`src/rtl/core/prms_pkg.sv`:
```
// shared types, constants and bound table for the rate-monotonic scheduler
package prms_pkg;

    localparam int MAX_TASKS_DEF = 16;
    localparam int CPUS_DEF      = 4;

    localparam int EXEC_W  = 16;
    localparam int PER_W   = 16;
    localparam int REM_W   = 24;
    localparam int UTIL_W  = 20;
    localparam int CNT_W   = 5;
    localparam int MISS_W  = 16;
    localparam int CPUF_W  = 4;
    localparam int QUO_W   = 32;
    localparam int FRAC_W  = 16;

    localparam logic [UTIL_W-1:0] UTIL_MAX = '1;
    localparam logic [REM_W-1:0]  REM_MAX  = '1;
    localparam logic [MISS_W-1:0] MISS_MAX = '1;
    localparam logic [CNT_W-1:0]  CNT_MAX  = '1;

    typedef struct packed {
        logic [EXEC_W-1:0] exec_time;
        logic [PER_W-1:0]  period;
        logic [CPUF_W-1:0] cpu;
        logic [REM_W-1:0]  remaining;
        logic [PER_W-1:0]  countdown;
    } task_t;

    // n*(2^(1/n)-1) in q4.16, rounded
    function automatic logic [UTIL_W-1:0] ll_bound(input logic [CNT_W-1:0] n);
        logic [UTIL_W-1:0] b;
        begin
            case (n)
                5'd1:    b = 20'd65536;
                5'd2:    b = 20'd54292;
                5'd3:    b = 20'd51103;
                5'd4:    b = 20'd49600;
                5'd5:    b = 20'd48725;
                5'd6:    b = 20'd48154;
                5'd7:    b = 20'd47751;
                5'd8:    b = 20'd47452;
                5'd9:    b = 20'd47221;
                5'd10:   b = 20'd47037;
                5'd11:   b = 20'd46888;
                5'd12:   b = 20'd46764;
                5'd13:   b = 20'd46659;
                5'd14:   b = 20'd46569;
                5'd15:   b = 20'd46492;
                5'd16:   b = 20'd46424;
                5'd17:   b = 20'd46365;
                5'd18:   b = 20'd46312;
                5'd19:   b = 20'd46265;
                5'd20:   b = 20'd46222;
                5'd21:   b = 20'd46184;
                5'd22:   b = 20'd46149;
                5'd23:   b = 20'd46118;
                5'd24:   b = 20'd46088;
                5'd25:   b = 20'd46062;
                5'd26:   b = 20'd46037;
                5'd27:   b = 20'd46014;
                5'd28:   b = 20'd45993;
                5'd29:   b = 20'd45973;
                5'd30:   b = 20'd45955;
                5'd31:   b = 20'd45938;
                default: b = 20'd0;
            endcase
            return b;
        end
    endfunction

endpackage

```
`src/rtl/core/prms_div.sv`:
```
// iterative restoring divider, one quotient bit per cycle
module prms_div
    import prms_pkg::*;
(
    input  logic               clk,
    input  logic               rst_n,
    input  logic               start,
    input  logic [QUO_W-1:0]   dividend,
    input  logic [PER_W-1:0]   divisor,
    output logic               done,
    output logic [QUO_W-1:0]   quotient
);

    localparam int STEP_W = $clog2(QUO_W + 1);

    logic [PER_W-1:0]  rem_reg;
    logic [QUO_W-1:0]  quo_reg;
    logic [PER_W-1:0]  div_reg;
    logic [STEP_W-1:0] step_reg;
    logic              busy_reg;
    logic              done_reg;
    logic [PER_W:0]    shifted;
    logic [PER_W:0]    diff;
    logic              qbit;

    assign shifted = {rem_reg, quo_reg[QUO_W-1]};
    assign diff    = shifted - {1'b0, div_reg};
    assign qbit    = (shifted >= {1'b0, div_reg});

    always_ff @(posedge clk or negedge rst_n)
    begin
        if (!rst_n)
        begin
            busy_reg <= 1'b0;
            done_reg <= 1'b0;
            step_reg <= '0;
        end
        else
        begin
            done_reg <= 1'b0;
            if (start)
            begin
                busy_reg <= 1'b1;
                step_reg <= '0;
            end
            else if (busy_reg)
            begin
                step_reg <= step_reg + 1'b1;
                if (step_reg == STEP_W'(QUO_W - 1))
                begin
                    busy_reg <= 1'b0;
                    done_reg <= 1'b1;
                end
            end
        end
    end

    always_ff @(posedge clk)
    begin
        if (start)
        begin
            rem_reg <= '0;
            quo_reg <= dividend;
            div_reg <= divisor;
        end
        else if (busy_reg)
        begin
            rem_reg <= qbit ? diff[PER_W-1:0] : shifted[PER_W-1:0];
            quo_reg <= {quo_reg[QUO_W-2:0], qbit};
        end
    end

    assign done     = done_reg;
    assign quotient = quo_reg;

endmodule

```
`src/rtl/core/prms_task_ram.sv`:
```
// task table memory, one write and one registered read per cycle
module prms_task_ram
    import prms_pkg::*;
#(
    parameter int DEPTH = MAX_TASKS_DEF,
    parameter int AW    = (DEPTH > 1) ? $clog2(DEPTH) : 1
)
(
    input  logic          clk,
    input  logic          wr_en,
    input  logic [AW-1:0] wr_addr,
    input  task_t         wr_data,
    input  logic          rd_en,
    input  logic [AW-1:0] rd_addr,
    output task_t         rd_data
);

    task_t mem [DEPTH];
    task_t rd_reg;

    always_ff @(posedge clk)
    begin
        if (wr_en)
        begin
            mem[wr_addr] <= wr_data;
        end
    end

    always_ff @(posedge clk)
    begin
        if (rd_en)
        begin
            rd_reg <= mem[rd_addr];
        end
    end

    assign rd_data = rd_reg;

endmodule

```
`src/rtl/core/partitioned_rate_monotonic_scheduler_top.sv`:
```
// top level of the partitioned rate-monotonic scheduler
//
// input channel in_valid/in_ready carries mode, exec_time and period.
// mode 0 adds a task: it is bound to the cpu with least utilization and
// one result transaction returns cpu, task number and the bound check.
// a full table returns status 1 at once.
// mode 1 is one tick: every task is released or counted down, then each
// cpu runs its shortest-period ready task; CPUS result transactions follow,
// last set on the final one.
// in_ready is high only while no item is in work; out_valid holds the
// result until out_ready takes it, a stalled receiver simply holds the block.
// an add scans the cpus, then runs the 32-step divider for the utilization.
// a tick reads and rewrites each stored task through the table memory port,
// then reads and decrements the remaining time of the picked task of each
// running cpu, then sends one result per cpu.
// reset clears counts, sums and the miss counter; no clearing pass needed.
module partitioned_rate_monotonic_scheduler_top
    import prms_pkg::*;
#(
    parameter int MAX_TASKS = MAX_TASKS_DEF,
    parameter int CPUS      = CPUS_DEF
)
(
    input  logic        clk,
    input  logic        rst_n,
    input  logic        in_valid,
    output logic        in_ready,
    input  logic        mode,
    input  logic [15:0] exec_time,
    input  logic [15:0] period,
    output logic        out_valid,
    input  logic        out_ready,
    output logic [1:0]  cpu,
    output logic [4:0]  task_res,
    output logic        status,
    output logic        schedulable,
    output logic [15:0] missed_total,
    output logic        last
);

    localparam int TW  = (MAX_TASKS > 1) ? $clog2(MAX_TASKS) : 1;
    localparam int TW1 = $clog2(MAX_TASKS + 1);
    localparam int CW  = (CPUS > 1) ? $clog2(CPUS) : 1;
    localparam int CW1 = $clog2(CPUS + 1);

    localparam logic [3:0] S_IDLE    = 4'd0;
    localparam logic [3:0] S_ADD_SEL = 4'd1;
    localparam logic [3:0] S_ADD_DIV = 4'd2;
    localparam logic [3:0] S_RES     = 4'd3;
    localparam logic [3:0] S_TK_RD   = 4'd4;
    localparam logic [3:0] S_TK_UPD  = 4'd5;
    localparam logic [3:0] S_DEC_RD  = 4'd6;
    localparam logic [3:0] S_DEC_WR  = 4'd7;
    localparam logic [3:0] S_TK_OUT  = 4'd8;

    logic [3:0]        state_reg, state_next;
    logic [EXEC_W-1:0] exec_reg;
    logic [PER_W-1:0]  per_reg;
    logic [TW1-1:0]    tcount_reg;
    logic [TW1-1:0]    idx_reg;
    logic [CW1-1:0]    c_reg;
    logic [CW-1:0]     best_reg;
    logic [UTIL_W-1:0] util_reg [CPUS];
    logic [CNT_W-1:0]  cnt_reg [CPUS];
    logic              found_reg [CPUS];
    logic [TW-1:0]     pick_reg [CPUS];
    logic [PER_W-1:0]  pper_reg [CPUS];
    logic              first_reg;
    logic [MISS_W-1:0] miss_reg;
    logic [CW-1:0]     res_cpu_reg;
    logic [4:0]        res_task_reg;
    logic              res_status_reg;

    logic              in_acc, out_acc;
    logic [CW-1:0]     ci, sci, dcpu;
    logic              div_start, div_done;
    logic [QUO_W-1:0]  div_q;
    logic [UTIL_W-1:0] util_task;
    logic [UTIL_W:0]   util_sum;
    logic [UTIL_W-1:0] util_new;
    task_t             rd_data, wr_data;
    logic              wr_en, rd_en;
    logic [TW-1:0]     wr_addr, rd_addr;
    logic              due;
    logic [REM_W:0]    rel_sum;
    logic [REM_W-1:0]  new_rem;
    logic              miss_inc, better, sel_better;
    logic [CW-1:0]     oc;
    logic              ok;

    assign in_acc  = in_valid && in_ready;
    assign out_acc = out_valid && out_ready;
    assign ci      = c_reg[CW-1:0];
    assign sci     = c_reg[CW-1:0];

    assign sel_better = (util_reg[sci] < util_reg[best_reg]) ||
                        ((util_reg[sci] == util_reg[best_reg]) &&
                         (cnt_reg[sci] < cnt_reg[best_reg]));

    assign div_start = (state_reg == S_ADD_SEL) && (c_reg >= CW1'(CPUS));

    prms_div u_div (
        .clk      (clk),
        .rst_n    (rst_n),
        .start    (div_start),
        .dividend ({exec_reg, {FRAC_W{1'b0}}}),
        .divisor  (per_reg),
        .done     (div_done),
        .quotient (div_q)
    );

    assign util_task = (div_q[QUO_W-1:UTIL_W] != '0) ? UTIL_MAX : div_q[UTIL_W-1:0];
    assign util_sum  = {1'b0, util_reg[best_reg]} + {1'b0, util_task};
    assign util_new  = util_sum[UTIL_W] ? UTIL_MAX : util_sum[UTIL_W-1:0];

    // release and priority scan of one entry
    assign due      = (rd_data.countdown == '0);
    assign rel_sum  = {1'b0, rd_data.remaining} + (REM_W+1)'(rd_data.exec_time);
    assign new_rem  = due ? (rel_sum[REM_W] ? REM_MAX : rel_sum[REM_W-1:0])
                          : rd_data.remaining;
    assign miss_inc = due && first_reg && (rd_data.remaining != '0) &&
                      (miss_reg != MISS_MAX);
    assign dcpu     = rd_data.cpu[CW-1:0];
    assign better   = (new_rem != '0) &&
                      (!found_reg[dcpu] || (rd_data.period < pper_reg[dcpu]));

    always_comb
    begin
        wr_en   = 1'b0;
        wr_addr = tcount_reg[TW-1:0];
        wr_data = rd_data;
        rd_en   = 1'b0;
        rd_addr = idx_reg[TW-1:0];
        case (state_reg)
            S_ADD_DIV:
            begin
                wr_en             = div_done;
                wr_data.exec_time = exec_reg;
                wr_data.period    = per_reg;
                wr_data.cpu       = CPUF_W'(best_reg);
                wr_data.remaining = '0;
                wr_data.countdown = '0;
            end
            S_TK_RD:
            begin
                rd_en = (idx_reg < tcount_reg);
            end
            S_TK_UPD:
            begin
                wr_en             = 1'b1;
                wr_addr           = idx_reg[TW-1:0];
                wr_data.remaining = new_rem;
                wr_data.countdown = due ? (rd_data.period - 1'b1)
                                        : (rd_data.countdown - 1'b1);
            end
            S_DEC_RD:
            begin
                rd_en   = (c_reg < CW1'(CPUS)) && found_reg[ci];
                rd_addr = pick_reg[ci];
            end
            S_DEC_WR:
            begin
                wr_en             = 1'b1;
                wr_addr           = pick_reg[ci];
                wr_data.remaining = rd_data.remaining - 1'b1;
            end
            default:
            begin
                wr_en = 1'b0;
            end
        endcase
    end

    prms_task_ram #(
        .DEPTH (MAX_TASKS),
        .AW    (TW)
    ) u_ram (
        .clk     (clk),
        .wr_en   (wr_en),
        .wr_addr (wr_addr),
        .wr_data (wr_data),
        .rd_en   (rd_en),
        .rd_addr (rd_addr),
        .rd_data (rd_data)
    );

    always_comb
    begin
        state_next = state_reg;
        case (state_reg)
            S_IDLE:
            begin
                if (in_acc)
                begin
                    if (mode)
                        state_next = S_TK_RD;
                    else if (tcount_reg >= TW1'(MAX_TASKS))
                        state_next = S_RES;
                    else
                        state_next = S_ADD_SEL;
                end
            end
            S_ADD_SEL:
            begin
                if (c_reg >= CW1'(CPUS))
                    state_next = S_ADD_DIV;
            end
            S_ADD_DIV:
            begin
                if (div_done)
                    state_next = S_RES;
            end
            S_RES:
            begin
                if (out_acc)
                    state_next = S_IDLE;
            end
            S_TK_RD:
            begin
                state_next = (idx_reg < tcount_reg) ? S_TK_UPD : S_DEC_RD;
            end
            S_TK_UPD:
            begin
                state_next = S_TK_RD;
            end
            S_DEC_RD:
            begin
                if (c_reg >= CW1'(CPUS))
                    state_next = S_TK_OUT;
                else if (found_reg[ci])
                    state_next = S_DEC_WR;
            end
            S_DEC_WR:
            begin
                state_next = S_DEC_RD;
            end
            S_TK_OUT:
            begin
                if (out_acc && (c_reg == CW1'(CPUS - 1)))
                    state_next = S_IDLE;
            end
            default:
            begin
                state_next = S_IDLE;
            end
        endcase
    end

    always_ff @(posedge clk or negedge rst_n)
    begin
        if (!rst_n)
        begin
            state_reg      <= S_IDLE;
            tcount_reg     <= '0;
            idx_reg        <= '0;
            c_reg          <= '0;
            best_reg       <= '0;
            first_reg      <= 1'b0;
            miss_reg       <= '0;
            res_status_reg <= 1'b0;
            for (int k = 0; k < CPUS; k++)
            begin
                util_reg[k]  <= '0;
                cnt_reg[k]   <= '0;
                found_reg[k] <= 1'b0;
            end
        end
        else
        begin
            state_reg <= state_next;
            case (state_reg)
                S_IDLE:
                begin
                    idx_reg        <= '0;
                    c_reg          <= CW1'(1);
                    best_reg       <= '0;
                    res_status_reg <= (tcount_reg >= TW1'(MAX_TASKS));
                    for (int k = 0; k < CPUS; k++)
                    begin
                        found_reg[k] <= 1'b0;
                    end
                end
                S_ADD_SEL:
                begin
                    if (c_reg < CW1'(CPUS))
                    begin
                        if (sel_better)
                            best_reg <= sci;
                        c_reg <= c_reg + 1'b1;
                    end
                end
                S_ADD_DIV:
                begin
                    if (div_done)
                    begin
                        util_reg[best_reg] <= util_new;
                        if (cnt_reg[best_reg] != CNT_MAX)
                            cnt_reg[best_reg] <= cnt_reg[best_reg] + 1'b1;
                        tcount_reg <= tcount_reg + 1'b1;
                    end
                end
                S_TK_RD:
                begin
                    if (idx_reg >= tcount_reg)
                    begin
                        c_reg     <= '0;
                        first_reg <= 1'b1;
                    end
                end
                S_TK_UPD:
                begin
                    idx_reg <= idx_reg + 1'b1;
                    if (miss_inc)
                        miss_reg <= miss_reg + 1'b1;
                    if (better)
                        found_reg[dcpu] <= 1'b1;
                end
                S_DEC_RD:
                begin
                    if (c_reg >= CW1'(CPUS))
                        c_reg <= '0;
                    else if (!found_reg[ci])
                        c_reg <= c_reg + 1'b1;
                end
                S_DEC_WR:
                begin
                    c_reg <= c_reg + 1'b1;
                end
                S_TK_OUT:
                begin
                    if (out_acc)
                        c_reg <= c_reg + 1'b1;
                end
                default:
                begin
                    c_reg <= c_reg;
                end
            endcase
        end
    end

    always_ff @(posedge clk)
    begin
        if (in_acc)
        begin
            exec_reg <= exec_time;
            per_reg  <= (period == '0) ? PER_W'(1) : period;
        end
        if ((state_reg == S_TK_UPD) && better)
        begin
            pick_reg[dcpu] <= idx_reg[TW-1:0];
            pper_reg[dcpu] <= rd_data.period;
        end
        if (state_reg == S_IDLE)
        begin
            res_cpu_reg  <= '0;
            res_task_reg <= '0;
        end
        else if ((state_reg == S_ADD_DIV) && div_done)
        begin
            res_cpu_reg  <= best_reg;
            res_task_reg <= 5'(tcount_reg + 1'b1);
        end
    end

    // result fields
    assign oc = (state_reg == S_RES) ? res_cpu_reg : ci;
    assign ok = (cnt_reg[oc] == '0) || (util_reg[oc] <= ll_bound(cnt_reg[oc]));

    assign in_ready     = (state_reg == S_IDLE);
    assign out_valid    = (state_reg == S_RES) || (state_reg == S_TK_OUT);
    assign cpu          = 2'(oc);
    assign task_res     = (state_reg == S_RES) ? res_task_reg :
                          (found_reg[ci] ? (5'(pick_reg[ci]) + 5'd1) : 5'd0);
    assign status       = (state_reg == S_RES) && res_status_reg;
    assign schedulable  = !((state_reg == S_RES) && res_status_reg) && ok;
    assign missed_total = miss_reg;
    assign last         = (state_reg == S_RES) || (c_reg == CW1'(CPUS - 1));

    a_no_overlap: assert property (@(posedge clk) disable iff (!rst_n)
        !(in_ready && out_valid))
        else $error("input and output sides active together");

    a_count_bound: assert property (@(posedge clk) disable iff (!rst_n)
        tcount_reg <= TW1'(MAX_TASKS))
        else $error("task count beyond table depth");

    a_last_frees: assert property (@(posedge clk) disable iff (!rst_n)
        (out_valid && out_ready && last) |=> in_ready)
        else $error("block not ready after final result");

    a_miss_mono: assert property (@(posedge clk) disable iff (!rst_n)
        $past(rst_n) |-> (miss_reg >= $past(miss_reg)))
        else $error("miss counter decreased");

endmodule
```
`config.mk`:
```
export PLATFORM = sky130hd
export DESIGN_NAME = partitioned_rate_monotonic_scheduler_top
export DESIGN_NICKNAME = d
export VERILOG_FILES = /design/src/rtl/core/prms_pkg.sv /design/src/rtl/core/prms_div.sv /design/src/rtl/core/prms_task_ram.sv /design/src/rtl/core/partitioned_rate_monotonic_scheduler_top.sv
export SDC_FILE = /design/constraint.sdc
export NUM_CORES = 2
export LEC_CHECK = 0
export ABC_AREA = 1
export BUFFER_PORTS_ARGS = -buffer_cell sky130_fd_sc_hd__buf_2
export CAP_MARGIN = 20
export CORE_MARGIN = 5
export CORE_UTILIZATION = 30
export CTS_BUF_LIST = sky130_fd_sc_hd__clkbuf_4
export CTS_CLUSTER_SIZE = 25
export DETAILED_ROUTE_END_ITERATION = 12
export GPL_TIMING_DRIVEN = 0
export PLACE_DENSITY = 0.55
export SYNTH_ARGS = -nofsm -noshare
export SYNTH_HDL_FRONTEND = slang
export SYNTH_SLANG_ARGS = --single-unit
export TNS_END_PERCENT = 20
```
`constraint.sdc`:
```
create_clock -name clk -period 6.5 [get_ports clk]
set_input_delay 0.975 -clock clk [delete_from_list [all_inputs] [get_ports clk]]
set_output_delay 0.975 -clock clk [all_outputs]
set_load 0.02 [all_outputs]
```
==> results.sh <==
export IMPL_synth_main_ff_cell="edfxtp_1"
export IMPL_die_w_um=505
export IMPL_status="completed"
export IMPL_crit_required_ns=5.52
export IMPL_grt_setup_unrepaired="yes"
export IMPL_overflow=0
export IMPL_clk_latency_ns=1.43
export IMPL_dr_pass1_iters=6
export IMPL_gp_congestion=0.921
export IMPL_synthTopCellsByCount="1429 x nand2_1, 1402 x edfxtp_1, 976 x inv_1, 539 x o211ai_1, 460 x nand3_1"
export IMPL_final_hold_violation_count=0
export IMPL_design_core_area_um2=244000
export IMPL_met1_usage_pct=27.2
export IMPL_synth_edf_count=1402
export IMPL_fillCellCount=24300
export IMPL_die_y_um=505
export IMPL_worst_hold_startpoint="mode"
export IMPL_cts_tree="done"
export IMPL_track_usage_pct=20.7
export IMPL_grt_antenna_before_repair=22
export IMPL_initial_core_util_pct=30.2
export IMPL_synth_distinct_cells=68
export IMPL_cp_max_fo=5
export IMPL_crit_path_max_incr_delay_ns=0.43
export IMPL_netlist_area_um2=73600
export IMPL_seq_area_um2=46600
export IMPL_syn_area_per_cell_um2=10.7
export IMPL_drc=0
export IMPL_fin_area_um2=86400
export IMPL_drt_total_wl_um=274000
export IMPL_reg2reg_to="util_reg[12]$_DFFE_PN0P_"
export IMPL_hp_class="input port to flip-flop"
export IMPL_grt_first_pass_wirelength_um=389000
export IMPL_criticalPathCategory="flip-flop to output port"
export IMPL_slew_limit_headroom_pct=18.7
export IMPL_place_inst=10300
export IMPL_yosysTopAreaCell="edfxtp_1"
export IMPL_hold_depth=4
export IMPL_cts_root_buffer="clkbuf_4"
export IMPL_multi_input_area_um2=21600
export IMPL_rrSetupSlack_ns=1.02
export IMPL_synthTopCellsByArea="edfxtp_1 57%, nand2_1 7.3%, o211ai_1 5.5%"
export IMPL_final_max_slew_violation_count=0
export IMPL_async_flop_share_pct=9.37
export IMPL_synth_top_family_by_area="simple AND/OR/NAND/NOR gates"
export IMPL_largest_reg_flops=1184
export IMPL_clock_sinks=1590
export IMPL_synth_compound_area_share_pct=12.7
export IMPL_clock_fmax_ghz=0.159
export IMPL_routed_via_density=5.22
export IMPL_synth_mux_area_share_pct=0
export IMPL_ys_ff_latch=1590
export IMPL_grtUsageMet2_pct=32.5
export IMPL_yosys_warnings=0
export IMPL_rows=181
export IMPL_grt_met3_usage_pct=5.35
export IMPL_hpwl_um=192000
export IMPL_final_cell_count_no_fill=11100
export IMPL_drt_iter0_markers=7218
export IMPL_die_area_um2=255000
export IMPL_clock_skew_ns=0.125
export IMPL_final_layout_size_suffix_gt1_share_pct=16.4
export IMPL_power_density_nw_per_um2=411
export IMPL_rr_worst_depth=19
export IMPL_maxCapViolations=0
export IMPL_grt_pass1_vias=54900
export IMPL_area_growth_pct=17.5
export IMPL_vdd_ir_drop_max_v=0.000403
export IMPL_nets=7768
export IMPL_dpl_cell_area_um2=80300
export IMPL_setup_violations=0
export IMPL_min_period_over_period_pct=96.9
export IMPL_r2r_start="best_reg[0]$_DFFE_PN0P_"
export IMPL_htreeDepth=5
export IMPL_tightest_slew_ns=1.21
export IMPL_cts_buffers=426
export IMPL_wire_per_inst_um=24.7
export IMPL_io_buffers=64
export IMPL_clk_path_buf_depth=4
export IMPL_crit_arrival_ns=5.32
export IMPL_clk_pin_slew_worst_paths_ns=0.06
export IMPL_synthAdderAreaFrac_pct=2.39
export IMPL_grt_max_degree=114
export IMPL_critPathCaptureType="output port"
export IMPL_syn_nets=7063
export IMPL_yosys_area_share_simple_pct=13.0
export IMPL_p_leak_nw=34.5
export IMPL_ant_nets=0
export IMPL_whs_endpoint="state_reg[0]$_DFFE_PN0P_"
export IMPL_seq_area_frac_synth_pct=63.4
export IMPL_synthXorXnorAreaFrac_pct=0.631
export IMPL_synth_cells=6887
export IMPL_synth_top_area_share_pct=57.2
export IMPL_vias=57900
export IMPL_io_pins=65
export IMPL_crit_path_start_kind="flip-flop"
export IMPL_top_usage_layer="met2"
export IMPL_slowest_stage="dfrtp_1"
export IMPL_yosysMostFrequentCell="nand2_1"
export IMPL_min_period_ns=6.30
-- worst max-delay path: cells and delay by family (launching register included) --
family,cells,cell delay (ns)
buffers and inverters,4,0.48
AOI/OAI and AO/OA,11,1.71
adders and majority gates,2,0.40
DFF,1,0.43
and+or+nand+nor,8,0.90
-- power breakdown --
group | internal, W | switching, W
Combinational | 0.00389 | 0.0103
Clock | 0.00454 | 0.00417
Sequential | 0.0124 | 0.000241
-- layout by cell type (no fill, tap or decap), types with 130 or more instances in the layout --
master       n
clkbuf_4   656
ha_1       130
nand3_1    458
a21oi_1    265
inv_1      971
edfxtp_1  1402
buf_2      195
dfrtp_1    147
nand2_1   1420
nor2_1     242
o21ai_0    343
o211ai_1   539
-- metrics by stage --
stage / utilization [%] / TNS (ns) / hold WS (ns) / setup slack (ns) / total power, W
2_1_floorplan: - / -168.30 / 0.427 / -0.592 / 0.0206
3_3_place_gp: 32.0 / -7005.58 / 0.446 / -10.15 / 0.0260
3_5_place_dp: 32.9 / 0 / 0.460 / 0.790 / 0.0263
4_1_cts: 35.3 / 0 / 0.00581 / 0.00413 / 0.0352
5_1_grt: 35.5 / -0.109 / 0.0308 / -0.109 / 0.0373
6_report: 35.5 / 0 / 0.156 / 0.201 / 0.0355
-- per-layer routing --
metal	part of all wire, %	vias up
met1	40	28200
met2	45	3249
met4	4.4	10
met5	0.034	-
li1	-	25800
met3	11	628
-- how the worst max path moves through the flow --
stage / startpoint / end / slack (ns) / cells past startpoint
floorplan: state_reg[1]$_DFFE_PN0P_ / u_ram.mem[10][0]$_DFFE_PP_ / -0.59 / 8
global placement: state_reg[1]$_DFFE_PN0P_ / u_ram.mem[2][47]$_DFFE_PP_ / -10.15 / 8
detailed placement: state_reg[2]$_DFFE_PN0P_ / schedulable / 0.79 / 24
CTS: state_reg[3]$_DFFE_PN0P_ / schedulable / 0.004 / 24
global route: state_reg[3]$_DFFE_PN0P_ / schedulable / -0.11 / 25
finish: state_reg[3]$_DFFE_PN0P_ / schedulable / 0.20 / 25
-- cell type report --
type,count,share of cell area [%]
clock buffers,653,5.67
clock inverters,51,0.284
inverters,990,4.32
well taps,3202,4.64
diodes,21,0.0608
repair buffers,278,3.69
flip-flops and latches,1590,53.9
multi-input cells,3942,25.0
plain buffers,364,2.45
-- what timing repair did --
action / 4_1_cts / 5_1_grt
buffers inserted: 9 / 12
endpoints found under the setup margin: 1 / 1
hold endpoints to repair: 194 / 0
gates resized for setup: 36 / 52
pin swaps: 10 / 28
hold buffers: 37 / 0
gates cloned: 0 / 0
-- cell families after synthesis --
group,after synthesis
AO/OA/AOI/OAI,1460
XOR/XNOR,53
adder cells (fa/ha/maj),139
buffers and inverters,1355
flip-flops,1590
AND/OR/NAND/NOR,2290
No activity file was read; power rests on OpenSTA's default activity.
